$ cat config.mk
export PLATFORM = sky130hd
export DESIGN_NAME = clipped_bitmap_shape_fill_core
export DESIGN_NICKNAME = d
export VERILOG_FILES = /design/src/hdl/cbsf_pkg.sv /design/src/hdl/cbsf_ram.sv /design/src/hdl/cbsf_row_mask.sv /design/src/hdl/clipped_bitmap_shape_fill_core.sv
export SDC_FILE = /design/constraint.sdc
export NUM_CORES = 2
export LEC_CHECK = 0
export BUFFER_PORTS_ARGS = -buffer_cell sky130_fd_sc_hd__buf_2
export CORE_MARGIN = 1
export CORE_UTILIZATION = 40
export DETAILED_ROUTE_END_ITERATION = 8
export PLACE_DENSITY_LB_ADDON = 0.2
export REMOVE_ABC_BUFFERS = 1
export SETUP_SLACK_MARGIN = 0.2
export SLEW_MARGIN = 20
export SYNTH_ARGS = -nofsm -noshare
export SYNTH_HDL_FRONTEND = slang
export SYNTH_SLANG_ARGS = --single-unit
export TNS_END_PERCENT = 10
$ cat constraint.sdc
create_clock -name i_clk -period 7.6 [get_ports i_clk]
set_input_delay 1.14 -clock i_clk [delete_from_list [all_inputs] [get_ports i_clk]]
set_output_delay 1.14 -clock i_clk [all_outputs]
set_load 0.02 [all_outputs]
$ cat src/hdl/cbsf_pkg.sv
// Shared types and codes for the clipped bitmap shape fill core.
// No dependencies; used by cbsf_row_mask and clipped_bitmap_shape_fill_core.
package cbsf_pkg;

    // Command codes
    localparam logic [2:0] MODE_CLEAR   = 3'd0;
    localparam logic [2:0] MODE_POINT   = 3'd1;
    localparam logic [2:0] MODE_RECT    = 3'd2;
    localparam logic [2:0] MODE_DIAMOND = 3'd3;
    localparam logic [2:0] MODE_READ    = 3'd4;

    // Configuration register indexes
    localparam logic REG_CANVAS_WIDTH  = 1'b0;
    localparam logic REG_CANVAS_HEIGHT = 1'b1;

    localparam int unsigned WIDTH_RESET  = 20;
    localparam int unsigned HEIGHT_RESET = 10;

    // Active canvas size, wide enough for the largest array (256)
    typedef logic [8:0] t_size;

    // Signed working coordinate: covers -192..383 without wrapping
    typedef logic signed [10:0] t_coord;

    typedef struct packed {
        logic [2:0]        mode;
        logic signed [7:0] x_pos;
        logic signed [7:0] y_pos;
        logic [6:0]        rect_width;
        logic [6:0]        rect_height;
        logic signed [6:0] diamond_radius;
    } t_cmd;

endpackage

$ cat src/hdl/cbsf_ram.sv
// Generic simple dual-port RAM: one write port, one read port, registered read.
// No dependencies.
module cbsf_ram #(
    parameter int WIDTH = 64,
    parameter int DEPTH = 32
) (
    input  logic                                   i_clk,
    input  logic                                   i_we,
    input  logic [(DEPTH > 1 ? $clog2(DEPTH) : 1)-1:0] i_waddr,
    input  logic [WIDTH-1:0]                       i_wdata,
    input  logic                                   i_re,
    input  logic [(DEPTH > 1 ? $clog2(DEPTH) : 1)-1:0] i_raddr,
    output logic [WIDTH-1:0]                       o_rdata
);

    logic [WIDTH-1:0] r_mem [DEPTH];
    logic [WIDTH-1:0] r_rdata;

    always_ff @(posedge i_clk) begin
        if (i_we) begin
            r_mem[i_waddr] <= i_wdata;
        end
        if (i_re) begin
            r_rdata <= r_mem[i_raddr];
        end
    end

    assign o_rdata = r_rdata;

endmodule

$ cat src/hdl/cbsf_row_mask.sv
// Column mask of one canvas row for a point, rectangle or diamond command.
// Depends on cbsf_pkg.
module cbsf_row_mask #(
    parameter int MAX_WIDTH = 64,
    parameter int ROW_W     = 5
) (
    input  cbsf_pkg::t_cmd       i_cmd,
    input  logic [ROW_W-1:0]     i_row,
    input  cbsf_pkg::t_size      i_act_w,
    output logic [MAX_WIDTH-1:0] o_mask
);

    cbsf_pkg::t_coord y_c;
    cbsf_pkg::t_coord px;
    cbsf_pkg::t_coord py;
    cbsf_pkg::t_coord dy;
    cbsf_pkg::t_coord ady;
    cbsf_pkg::t_coord half;
    cbsf_pkg::t_coord lo;
    cbsf_pkg::t_coord hi;
    logic             row_on;

    assign y_c  = cbsf_pkg::t_coord'(i_row);
    assign px   = cbsf_pkg::t_coord'(i_cmd.x_pos);
    assign py   = cbsf_pkg::t_coord'(i_cmd.y_pos);
    assign dy   = y_c - py;
    assign ady  = (dy < 0) ? -dy : dy;
    // remaining half-span of the diamond on this row
    assign half = cbsf_pkg::t_coord'(i_cmd.diamond_radius) - ady;

    always_comb begin
        unique case (i_cmd.mode)
            cbsf_pkg::MODE_POINT: begin
                row_on = (y_c == py);
                lo     = px;
                hi     = px;
            end
            cbsf_pkg::MODE_RECT: begin
                row_on = (y_c >= py) &&
                         (y_c < py + cbsf_pkg::t_coord'(i_cmd.rect_height));
                lo     = px;
                hi     = px + cbsf_pkg::t_coord'(i_cmd.rect_width)
                         - cbsf_pkg::t_coord'(1);
            end
            cbsf_pkg::MODE_DIAMOND: begin
                row_on = (half >= 0);
                lo     = px - half;
                hi     = px + half;
            end
            default: begin
                row_on = 1'b0;
                lo     = '0;
                hi     = '0;
            end
        endcase
    end

    always_comb begin
        for (int x = 0; x < MAX_WIDTH; x++) begin
            o_mask[x] = row_on &&
                        (cbsf_pkg::t_coord'(x) >= lo) &&
                        (cbsf_pkg::t_coord'(x) <= hi) &&
                        (cbsf_pkg::t_size'(x) < i_act_w);
        end
    end

endmodule

$ cat src/hdl/clipped_bitmap_shape_fill_core.sv
// Top level of the clipped bitmap shape fill core: command sequencer around the row store.
// Depends on cbsf_pkg, cbsf_ram and cbsf_row_mask.
//
//  port group    direction  flow control          beat contents
//  in  (command) to core    i_in_valid/o_in_stall mode, x_pos, y_pos, rect size, radius
//  out (result)  from core  o_out_valid/i_out_stall pixel_value
//  cfg (regs)    to core    i_cfg_valid/o_cfg_ready register index, data
//
// Point, rectangle and diamond walk rows 0..H-1 at one row a cycle through the single
// RAM read port, read-modify-write pipelined, then DRAIN and DONE. Read passes RD,
// RDWAIT and DONE; clear and unused codes go to DONE. One command is in work at a time.
// Reset is synchronous, active low; a per-row valid vector makes the store read blank
// after reset and after clear, so neither needs a sweep.
// A stalled result waits in the output register while the next command is accepted.
module clipped_bitmap_shape_fill_core #(
    parameter int MAX_WIDTH  = 64,
    parameter int MAX_HEIGHT = 32
) (
    input  logic              i_clk,
    input  logic              i_rst_n,
    // command channel
    input  logic              i_in_valid,
    output logic              o_in_stall,
    input  logic [2:0]        i_mode,
    input  logic signed [7:0] i_x_pos,
    input  logic signed [7:0] i_y_pos,
    input  logic [6:0]        i_rect_width,
    input  logic [6:0]        i_rect_height,
    input  logic signed [6:0] i_diamond_radius,
    // result channel
    output logic              o_out_valid,
    input  logic              i_out_stall,
    output logic              o_pixel_value,
    // configuration channel
    input  logic              i_cfg_valid,
    output logic              o_cfg_ready,
    input  logic              i_cfg_index,
    input  logic [6:0]        i_cfg_data
);

    localparam int AW = (MAX_HEIGHT > 1) ? $clog2(MAX_HEIGHT) : 1;
    localparam int XW = (MAX_WIDTH > 1) ? $clog2(MAX_WIDTH) : 1;

    localparam logic [2:0] S_IDLE   = 3'd0;
    localparam logic [2:0] S_WALK   = 3'd1;
    localparam logic [2:0] S_DRAIN  = 3'd2;
    localparam logic [2:0] S_RD     = 3'd3;
    localparam logic [2:0] S_RDWAIT = 3'd4;
    localparam logic [2:0] S_DONE   = 3'd5;

    logic [2:0]            r_state, n_state;
    logic [AW-1:0]         r_row, n_row;
    logic                  r_out_vld, n_out_vld;
    logic                  r_wb_vld, n_wb_vld;
    logic [6:0]            r_cfg_w;
    logic [5:0]            r_cfg_h;
    logic [MAX_HEIGHT-1:0] r_row_vld;
    logic                  r_rd_vld;
    logic                  r_out_pix;
    logic                  r_pix;
    cbsf_pkg::t_cmd        r_cmd;
    logic [AW-1:0]         r_wb_row;
    logic [MAX_WIDTH-1:0]  r_wb_mask;

    cbsf_pkg::t_size       act_w;
    cbsf_pkg::t_size       act_h;
    logic                  in_acc;
    logic                  out_take;
    logic                  out_load;
    logic                  last_row;
    logic                  rd_ok;
    logic [MAX_WIDTH-1:0]  row_mask;
    logic [MAX_WIDTH-1:0]  ram_rdata;
    logic [MAX_WIDTH-1:0]  rdata_eff;
    logic                  ram_re;
    logic [AW-1:0]         ram_raddr;
    logic                  ram_we;
    logic [MAX_WIDTH-1:0]  ram_wdata;

    assign act_w = (r_cfg_w > MAX_WIDTH) ? cbsf_pkg::t_size'(MAX_WIDTH)
                                         : cbsf_pkg::t_size'(r_cfg_w);
    assign act_h = (r_cfg_h > MAX_HEIGHT) ? cbsf_pkg::t_size'(MAX_HEIGHT)
                                          : cbsf_pkg::t_size'(r_cfg_h);

    assign o_in_stall  = (r_state != S_IDLE);
    assign in_acc      = i_in_valid && (r_state == S_IDLE);
    assign out_take    = r_out_vld && !i_out_stall;
    assign out_load    = (r_state == S_DONE) && (!r_out_vld || !i_out_stall);
    assign o_out_valid = r_out_vld;
    assign o_pixel_value = r_out_pix;
    assign o_cfg_ready = 1'b1;

    assign last_row = (cbsf_pkg::t_size'(r_row) == act_h - cbsf_pkg::t_size'(1));

    assign rd_ok = (r_cmd.x_pos >= 0) &&
                   (cbsf_pkg::t_coord'(r_cmd.x_pos) < cbsf_pkg::t_coord'(act_w)) &&
                   (r_cmd.y_pos >= 0) &&
                   (cbsf_pkg::t_coord'(r_cmd.y_pos) < cbsf_pkg::t_coord'(act_h));

    // rows never written since reset or clear read as blank
    assign rdata_eff = r_rd_vld ? ram_rdata : '0;

    assign ram_re    = (r_state == S_WALK) || (r_state == S_RD);
    assign ram_raddr = (r_state == S_RD) ? r_cmd.y_pos[AW-1:0] : r_row;
    assign ram_we    = r_wb_vld;
    assign ram_wdata = rdata_eff | r_wb_mask;

    cbsf_row_mask #(
        .MAX_WIDTH (MAX_WIDTH),
        .ROW_W     (AW)
    ) u_row_mask (
        .i_cmd   (r_cmd),
        .i_row   (r_row),
        .i_act_w (act_w),
        .o_mask  (row_mask)
    );

    cbsf_ram #(
        .WIDTH (MAX_WIDTH),
        .DEPTH (MAX_HEIGHT)
    ) u_rows (
        .i_clk   (i_clk),
        .i_we    (ram_we),
        .i_waddr (r_wb_row),
        .i_wdata (ram_wdata),
        .i_re    (ram_re),
        .i_raddr (ram_raddr),
        .o_rdata (ram_rdata)
    );

    always_comb begin
        n_state   = r_state;
        n_row     = r_row;
        n_wb_vld  = 1'b0;
        n_out_vld = r_out_vld;
        if (out_take) begin
            n_out_vld = 1'b0;
        end
        unique case (r_state)
            S_IDLE: begin
                if (in_acc) begin
                    n_row = '0;
                    unique case (i_mode) inside
                        cbsf_pkg::MODE_POINT, cbsf_pkg::MODE_RECT,
                        cbsf_pkg::MODE_DIAMOND: begin
                            n_state = (act_h == '0) ? S_DONE : S_WALK;
                        end
                        cbsf_pkg::MODE_READ: n_state = S_RD;
                        default:             n_state = S_DONE;
                    endcase
                end
            end
            S_WALK: begin
                n_wb_vld = 1'b1;
                if (last_row) begin
                    n_state = S_DRAIN;
                end else begin
                    n_row = r_row + AW'(1);
                end
            end
            S_DRAIN:  n_state = S_DONE;
            S_RD:     n_state = S_RDWAIT;
            S_RDWAIT: n_state = S_DONE;
            S_DONE: begin
                if (out_load) begin
                    n_out_vld = 1'b1;
                    n_state   = S_IDLE;
                end
            end
            default: n_state = S_IDLE;
        endcase
    end

    always_ff @(posedge i_clk) begin
        if (!i_rst_n) begin
            r_state   <= S_IDLE;
            r_row     <= '0;
            r_wb_vld  <= 1'b0;
            r_out_vld <= 1'b0;
            r_row_vld <= '0;
            r_cfg_w   <= 7'(cbsf_pkg::WIDTH_RESET);
            r_cfg_h   <= 6'(cbsf_pkg::HEIGHT_RESET);
        end else begin
            r_state   <= n_state;
            r_row     <= n_row;
            r_wb_vld  <= n_wb_vld;
            r_out_vld <= n_out_vld;
            if (in_acc && (i_mode == cbsf_pkg::MODE_CLEAR)) begin
                r_row_vld <= '0;
            end else if (r_wb_vld) begin
                r_row_vld[r_wb_row] <= 1'b1;
            end
            if (i_cfg_valid) begin
                unique case (i_cfg_index)
                    cbsf_pkg::REG_CANVAS_WIDTH:  r_cfg_w <= i_cfg_data;
                    cbsf_pkg::REG_CANVAS_HEIGHT: r_cfg_h <= i_cfg_data[5:0];
                    default: ;
                endcase
            end
        end
    end

    // payload registers
    always_ff @(posedge i_clk) begin
        if (in_acc) begin
            r_cmd.mode           <= i_mode;
            r_cmd.x_pos          <= i_x_pos;
            r_cmd.y_pos          <= i_y_pos;
            r_cmd.rect_width     <= i_rect_width;
            r_cmd.rect_height    <= i_rect_height;
            r_cmd.diamond_radius <= i_diamond_radius;
            r_pix                <= 1'b0;
        end else if (r_state == S_RDWAIT) begin
            r_pix <= rd_ok && rdata_eff[r_cmd.x_pos[XW-1:0]];
        end
        if (ram_re) begin
            r_rd_vld <= r_row_vld[ram_raddr];
        end
        if (r_state == S_WALK) begin
            r_wb_row  <= r_row;
            r_wb_mask <= row_mask;
        end
        if (out_load) begin
            r_out_pix <= r_pix;
        end
    end

    // a write-back never meets a read of the same row
    a_no_rw_clash: assert property (@(posedge i_clk) disable iff (!i_rst_n)
        !(ram_we && ram_re && (r_wb_row == ram_raddr)))
        else $error("row store read and written at the same row");

    // write-backs only follow a row read issued by the walk
    a_wb_after_walk: assert property (@(posedge i_clk) disable iff (!i_rst_n)
        r_wb_vld |-> ($past(r_state) == S_WALK))
        else $error("write-back without a preceding walk read");

    // clear blanks every row at once
    a_clear_blanks: assert property (@(posedge i_clk) disable iff (!i_rst_n)
        (in_acc && (i_mode == cbsf_pkg::MODE_CLEAR)) |=> (r_row_vld == '0))
        else $error("clear left a row marked valid");

    // a new result appears only when a command completes
    a_out_from_done: assert property (@(posedge i_clk) disable iff (!i_rst_n)
        (!$past(r_out_vld) && r_out_vld) |-> ($past(r_state) == S_DONE))
        else $error("result beat raised outside completion");

endmodule
# [Word-level counts from Yosys, hierarchy flattened]
# Memory sizes are Yosys's and may differ from the RTL's. A register that Yosys moved wholly into a read port is not among the register bits.
# Index checks and enable logic that the tools add are counted.
# Widths: inputs -> output; s select.
[totals] romBits=0 reg_bits=167 latchBits=0 output_inout_bits=4 wordCells=505 input_bits=53 n_memories=1 ram_bits=2048
[op_classes] add_sub_neg=10 muxes=29 div=0 n_eq_ne=18 mul=0 shifts=0 magnitude_cmp=206 bitwise_logic=4 n_reduce_logical=219
[mem_list] name="u_rows.r_mem" depth=32 word_bits=64 read_ports=1 rd_ports_with_merged_regs=1 wr=1 line="cbsf_ram.sv:16" rtl="logic [WIDTH-1:0] r_mem [DEPTH];"
[op_table] cell="$ge 7x11->1 const A" count=32
[op_table] cell="$le 7x11->1 const A" count=32
[op_table] cell="$lt 6x7->1 const A" count=32
[op_table] cell="$logic_and 1x1->1" count=202
[op_table] cell="$ge 6x11->1 const A" count=16
[op_table] cell="$le 6x11->1 const A" count=16
[op_table] cell="$lt 5x7->1 const A" count=16
[op_table] cell="$ge 5x11->1 const A" count=8
[op_table] cell="$le 5x11->1 const A" count=8
[op_table] cell="$mux 64" count=1
[op_table] cell="$or 64x64->64" count=1
[op_table] cell="$lt 4x7->1 const A" count=8
[op_table] cell="$ge 4x11->1 const A" count=4
[op_table] cell="$le 4x11->1 const A" count=4
[op_table] cell="$pmux 11 s3" count=1
[op_table] cell="$or 32x32->32" count=1
[op_table] cell="$lt 3x7->1 const A" count=4
[op_table] cell="$ge 3x11->1 const A" count=2
[op_table] cell="$le 3x11->1 const A" count=2
[op_table] cell="$pmux 11 s2" count=1
[op_table] cell="$add 8x8->9" count=2
[op_table] cell="$eq 3x2->1 const B" count=6
[op_table] cell="$ge 8x1->1 const B" count=2
[op_table] cell="$mux 5" count=3
[op_table] cell="other kinds (53)" count=82

# [Longest topological paths before layout]
[logic_depth] depth_word=10 depth_mapped=31 ltp_nobuf=29

# [Cells and area by module]
# Synthesis repeated with hierarchy kept, for this count alone.
[unflattened] cells_unflattened=4611 area_unflattened_um2=92942.9
[by_module_without_submodules] module="cbsf_ram" area_each_um2=79613.9 seq_area_each_um2=63420.8 instances=1 cells_per_inst=3096
[by_module_without_submodules] module="clipped_bitmap_shape_fill_core" area_each_um2=7663.6 seq_area_each_um2=4454.3 instances=1 cells_per_inst=641
[by_module_without_submodules] module="cbsf_row_mask" area_each_um2=5665.4 seq_area_each_um2=0.0 instances=1 cells_per_inst=874

# [Worst setup path after synthesis]
# No wires, ideal clock.
[synth_path] kind="register to register" start="register r_row[0]" end="register r_wb_mask[45] (data pin)" arrival_time_ns=6.023 required_time_ns=7.312 path_buffers=1 setup_slack_ns=1.288 stages_incl_launch_ff=30 period_less_slack_ns=6.312 setup_time_ns=0.288 cell_sequence="dfxtp_1 > inv_1 > ha_1 > inv_1 > fa_1 > a21o_1 > a21oi_1 > nor2_1 > nor2_1 > nor3_1 > nor2_1 > mux2i_1 > ha_1 > nor2b_1 > o21ai_0 > a21boi_0 > o21ai_0 > a21boi_0 > o21ai_0 > a211oi_1 > or3_1 > ha_1 > clkbuf_1 > or3_1 > a21oi_1 > mux2i_1 > o31ai_2 > nand4_1 > nor3_2 > a2111oi_1"
[synth_between] elab_chain_len=10 elab_cells_between_ends=20 classes_between="add/sub (5); order compare (6); eq/ne (1); mux (4); reduce/logical (4)"
[synth_rtl] element="start, declared" line="clipped_bitmap_shape_fill_core.sv:52" rtl="logic [AW-1:0] r_row, n_row;"
[synth_rtl] element="start signal, assigned" line="clipped_bitmap_shape_fill_core.sv:185" rtl="r_row <= n_row;"
[synth_rtl] element="$sub 6x8->9" line="cbsf_row_mask.sv:26" rtl="assign dy = y_c - py;"
[synth_rtl] element="$neg 9->11 / $lt 9x1->1 (equally long branches)" line="cbsf_row_mask.sv:27" rtl="assign ady = (dy < 0) ? -dy : dy;"
[synth_rtl] element="$mux 11" line="cbsf_row_mask.sv:27"
[synth_rtl] element="$sub 7x11->11" line="cbsf_row_mask.sv:29" rtl="assign half = cbsf_pkg::t_coord'(i_cmd.diamond_radius) - ady;"
[synth_rtl] element="$sub 8x11->11" line="cbsf_row_mask.sv:47" rtl="lo = px - half;"
[synth_rtl] element="$pmux 11 s2" line="cbsf_row_mask.sv:32" rtl="unique case (i_cmd.mode)"
[synth_rtl] element="$ge 7x11->1" line="cbsf_row_mask.sv:61" rtl="(cbsf_pkg::t_coord'(x) >= lo) &&"
[synth_rtl] element="$logic_and 1x1->1" line="cbsf_row_mask.sv:60" rtl="o_mask[x] = row_on &&"
[synth_rtl] element="$logic_and 1x1->1 (*)" line="cbsf_row_mask.sv:61"
[synth_rtl] element="$logic_and 1x1->1 (*)" line="cbsf_row_mask.sv:62" rtl="(cbsf_pkg::t_coord'(x) <= hi) &&"
[synth_rtl] element="net row_mask[45]" line="clipped_bitmap_shape_fill_core.sv:72" rtl="logic [MAX_WIDTH-1:0] row_mask;"
[synth_rtl] element="end signal, assigned" line="clipped_bitmap_shape_fill_core.sv:221" rtl="r_wb_mask <= row_mask;"
[synth_rtl] element="end, declared" line="clipped_bitmap_shape_fill_core.sv:63" rtl="logic [MAX_WIDTH-1:0] r_wb_mask;"
# Mark *: on every way through the listed nets, which the timed path passes. The rest lies on a longest branch.
# A chain may end at the register's enable or synchronous reset.

# [Final worst setup path]
[layout_path] start="register r_cmd[21] in the netlist's numbering" end="register r_wb_mask[49] (data pin)"
[layout_between] elab_chain_len=10 elab_cells_between_ends=21 classes_between="add/sub (6); order compare (6); eq/ne (1); mux (4); reduce/logical (4)"
[layout_rtl] element="start, declared" line="clipped_bitmap_shape_fill_core.sv:61" rtl="cbsf_pkg::t_cmd r_cmd;"
[layout_rtl] element="$sub 6x8->9" line="cbsf_row_mask.sv:26"
[layout_rtl] element="$neg 9->11 / $lt 9x1->1 (equally long branches)" line="cbsf_row_mask.sv:27"
[layout_rtl] element="$mux 11" line="cbsf_row_mask.sv:27"
[layout_rtl] element="$sub 7x11->11" line="cbsf_row_mask.sv:29"
[layout_rtl] element="$sub 8x11->11" line="cbsf_row_mask.sv:47"
[layout_rtl] element="$pmux 11 s2" line="cbsf_row_mask.sv:32"
[layout_rtl] element="$ge 7x11->1" line="cbsf_row_mask.sv:61"
[layout_rtl] element="$logic_and 1x1->1" line="cbsf_row_mask.sv:60"
[layout_rtl] element="$logic_and 1x1->1 (*)" line="cbsf_row_mask.sv:61"
[layout_rtl] element="$logic_and 1x1->1 (*)" line="cbsf_row_mask.sv:62"
[layout_rtl] element="net row_mask[49]" line="clipped_bitmap_shape_fill_core.sv:72"
# Marked as above.

==> impl_results.md <==
- Final design area excluding fillers: 0.1050 mm²
- DRC violation count after routing: 0
- Overall power of the completed layout: 0.03230 W
- Hold path startpoint: i_x_pos[7]
- Post-Route Hold Slack: 0.4332 ns
- Final total negative setup slack: 0 ns
- Type of the tightest min-delay check: primary input to flip-flop
- Fraction of layout cells with a size suffix above 1: 21.01%
- CTS H-tree depth: 4
- Internal power consumption: 0.02327 W
- Die footprint: 0.2344 mm²
- Cts hold-fix bufs: 0
- Largest fanout on the critical path: 20
- Number of standard cells after synthesis: 5204
- Sequential-to-total area share from yosys stat: 73.00%
- Post-synth EDFFs: 2223
- Port Buffers: 55
- Top area cells in the synthesized netlist: edfxtp_1 72%, mux4_2 13%, nand2_1 2.8%, nand3_1 1.9%, dfxtp_1 1.2%
- Worst Skew: 0.05478 ns
- Maximum number of pins on one net before global-route repair: 131
- Part of the cycle the worst path needs: 93.24%
- GRT Util Overall: 23.35%
- Worst hold path endpoint: r_cmd[36]
- Worst slew pin tran: 1.297 ns
- Area growth syn-to-layout: 12.90%
- Effective utilization at floorplan: 40.33%
- Switching Share: 27.96%
- Commonest cells post-synth: 2223 x edfxtp_1, 690 x nand2_1, 541 x mux4_2
- Post-Synthesis Mean Instance Area: 17.87 µm²
- Worst r2r src: r_cmd[21]
- Endpoint type of the worst setup path: flip-flop
- Leading cell type by number of instances after synthesis: edfxtp_1
- CTS sink cnt: 2279
- Wire length of the first global-routing pass: 389.2 mm
- Clk_lat worst skew: 0.89 ns
- Flip-flop and latch count after synthesis: 2279
- Syn. warnings: 0
- RSZ-0062 raised after global routing: false
- Die outline width: 484.1 µm
- Post-route antenna net violation count: 0
- Synth Cell Area: 0.09298 mm²
- Chip Height: 484.1 µm
- Highest cell delay on the worst timing path: 0.44 ns
- Maximum clock rate: 0.1411 GHz
- Critical register-to-register path endpoint: r_wb_mask[49]
- Total power divided by cell area: 307.7 mW/mm²
- Placeable core region: 0.2306 mm²
- Unique masters post-synth: 97
- Leak: 34.42 nW
- Area share of the largest cell type after synthesis: 71.79%
- Maxcap violations: 0
- Yosys top cell by area: edfxtp_1
- Maximum ir drop on the vdd rail: 0.1962 mV
- Clock tree from TritonCTS: built
- DRC violation total after the first TritonRoute iteration: 5824
- Number of detailed-routing iterations run before antenna repair: 6
- Via total after detailed routing: 50760
- Row count: 176
- Routability congestion estimate: 0.9373
- Cts bufs inserted: 228
- Setup ws final: 0.5140 ns
- # fillers: 19770
- Crit path time final: 7.086 ns
- Fin nets: 5470
- Aggregate routed wire length: 275.0 mm
- Number of placed I/O pins: 57
- Setup Slack @ Placement: -0.01907 ns
- Instance count along the most critical hold path: 1
- CP Data Required Time: 8.26 ns
- Worst Path Class, Setup: flip-flop to flip-flop
- Critical Path Start Type: flip-flop
- Sequential share of power: 46.9%
- Worst rel slew slack: 13.56%
- Logic gate share of total power: 18.7%
- P_sw: 0.009031 W
- Detail-routed via count per cell: 5.930
- Clock group share of total power: 34.4%
- Buffer type at the clock tree root: clkbuf_16
- Number of buffers on the longest clock path: 3
- Number of hold violations in the final report: 0
- Top_reg_cell synth: edfxtp_1
- Data arrival time of the critical path: 7.75 ns
- Count of final max-slew check failures: 0
- Half-perimeter wire length after detailed placement: 149.4 mm
- Result of the run: finished, final reports clean
- Wire per inst: 32.12 µm
- FF-to-FF path depth: 31
- Standard cell area after detailed placement: 0.09756 mm²
- Crit path max-delay cell type: ha_2
- Total congestion overflow after global routing: 0
- CTS clk-pin slew, worst paths: 0.07 ns
- Register-to-register setup slack: 0.51 ns
- Share of flip-flops with an asynchronous set or reset: 0%
- Initial antenna violation count: 17
- Final setup violation count: 0
- Vias in the first global route: 50800
-- worst max-delay path, delay by kind of cell (launching register included) --
family / cells / cell delay, ns
AO/OA/AOI/OAI: 14 / 2.70
flip-flops: 1 / 0.43
adder cells (fa/ha/maj): 4 / 1.31
multiplexers: 1 / 0.30
buffers and inverters: 4 / 0.61
AND/OR/NAND/NOR: 8 / 1.49
-- layout by cell type, fill, tap and decap left out, types with 53 or more instances in the layout --
| master | count |
|---|---|
| clkbuf_16 | 232 |
| ha_1 | 67 |
| inv_1 | 53 |
| nor2_1 | 109 |
| nand3_1 | 350 |
| a21o_1 | 71 |
| o21ai_0 | 135 |
| buf_2 | 55 |
| edfxtp_1 | 2223 |
| mux4_2 | 541 |
| a21oi_1 | 64 |
| buf_4 | 115 |
| nand2_1 | 690 |
| clkinv_1 | 53 |
| a211oi_1 | 64 |
| dfxtp_1 | 56 |
-- per-layer routing --
metal / GRT usage, % / share of wire [%] / vias to the layer above
met2: 37.19 / 47 / 1954
li1: - / - / 21160
met1: 33.37 / 43 / 27260
met4: 6.289 / 2.4 / 2
met3: 3.647 / 6.9 / 395
met5: 0 / 0.0047 / -
-- layout make-up --
type	instances	area (µm²)	area share, %
Sequential cell	2279	67880	64.66
Multi-Input combinational cell	2575	23970	22.84
Clock buffer	285	6015	5.729
Tap cell	3026	3786	3.607
Timing Repair Buffer	205	1839	1.752
Clock inverter	133	1281	1.220
Inverter	54	202.7	0.1931
Antenna cell	3	7.507	0.007151
-- state kept, by name, summed over array words and instances (netlist names), 3 cells and up --
name            count
u_rows.r_mem     2048
r_wb_mask          64
u_rows.o_rdata     64
r_cmd              40
r_row_vld          32
r_cfg_w             7
r_cfg_h             6
r_row               5
r_wb_row            5
r_state             3
-- cell families (layout without fill, tap and decap cells) --
kind of cell / Yosys count / in the layout / synth area share [%]
other cells: 1 / 6 / 0.004033
compound gates: 543 / 543 / 4.118
fa+ha+maj: 74 / 74 / 1.044
xor+xnor: 44 / 44 / 0.4226
simple gates: 1360 / 1360 / 6.572
mux: 551 / 551 / 13.21
flops: 2279 / 2279 / 73.00
buf+inv: 352 / 677 / 1.627
-- worst max path at each step --
stage / startpoint / endpoint / slack [ns] / depth (start not counted)
floorplan: r_state[2] / r_rd_vld / -45.97 / 8
global placement: r_cmd[21] / r_wb_mask[49] / -0.05 / 30
detailed placement: r_cmd[21] / r_wb_mask[49] / -0.02 / 30
CTS: r_cmd[21] / r_wb_mask[41] / 0.14 / 30
global route: r_cmd[21] / r_wb_mask[51] / 0.16 / 31
finish: r_cmd[21] / r_wb_mask[49] / 0.51 / 31
-- power groups by stage --
stage	combinational (W)	clock [W]	sequential (W)
floorplan	0.00490	0	0.0152
global placement	0.00596	0	0.0154
detailed placement	0.00597	0	0.0154
CTS	0.00600	0.0113	0.0151
global route	0.00648	0.0118	0.0152
finish	0.00603	0.0111	0.0151
-- per-stage QoR --
stage / utilization (%) / std cells
floorplan: - / 4908
global placement: 42.31 / 8132
detailed placement: 42.31 / 8132
CTS: 45.49 / 8552
global route: 45.53 / 8558
finish: 45.53 / 8560
-- timing repair --
item                                    CTS  global route
gates cloned                              0             0
pin swaps                                 0             3
endpoints found under the hold margin     0             0
setup buffers                             2             3
gates resized for setup                   2             8
endpoints found under the setup margin   35            64
Note: power is estimated with default switching activity, not from simulation.
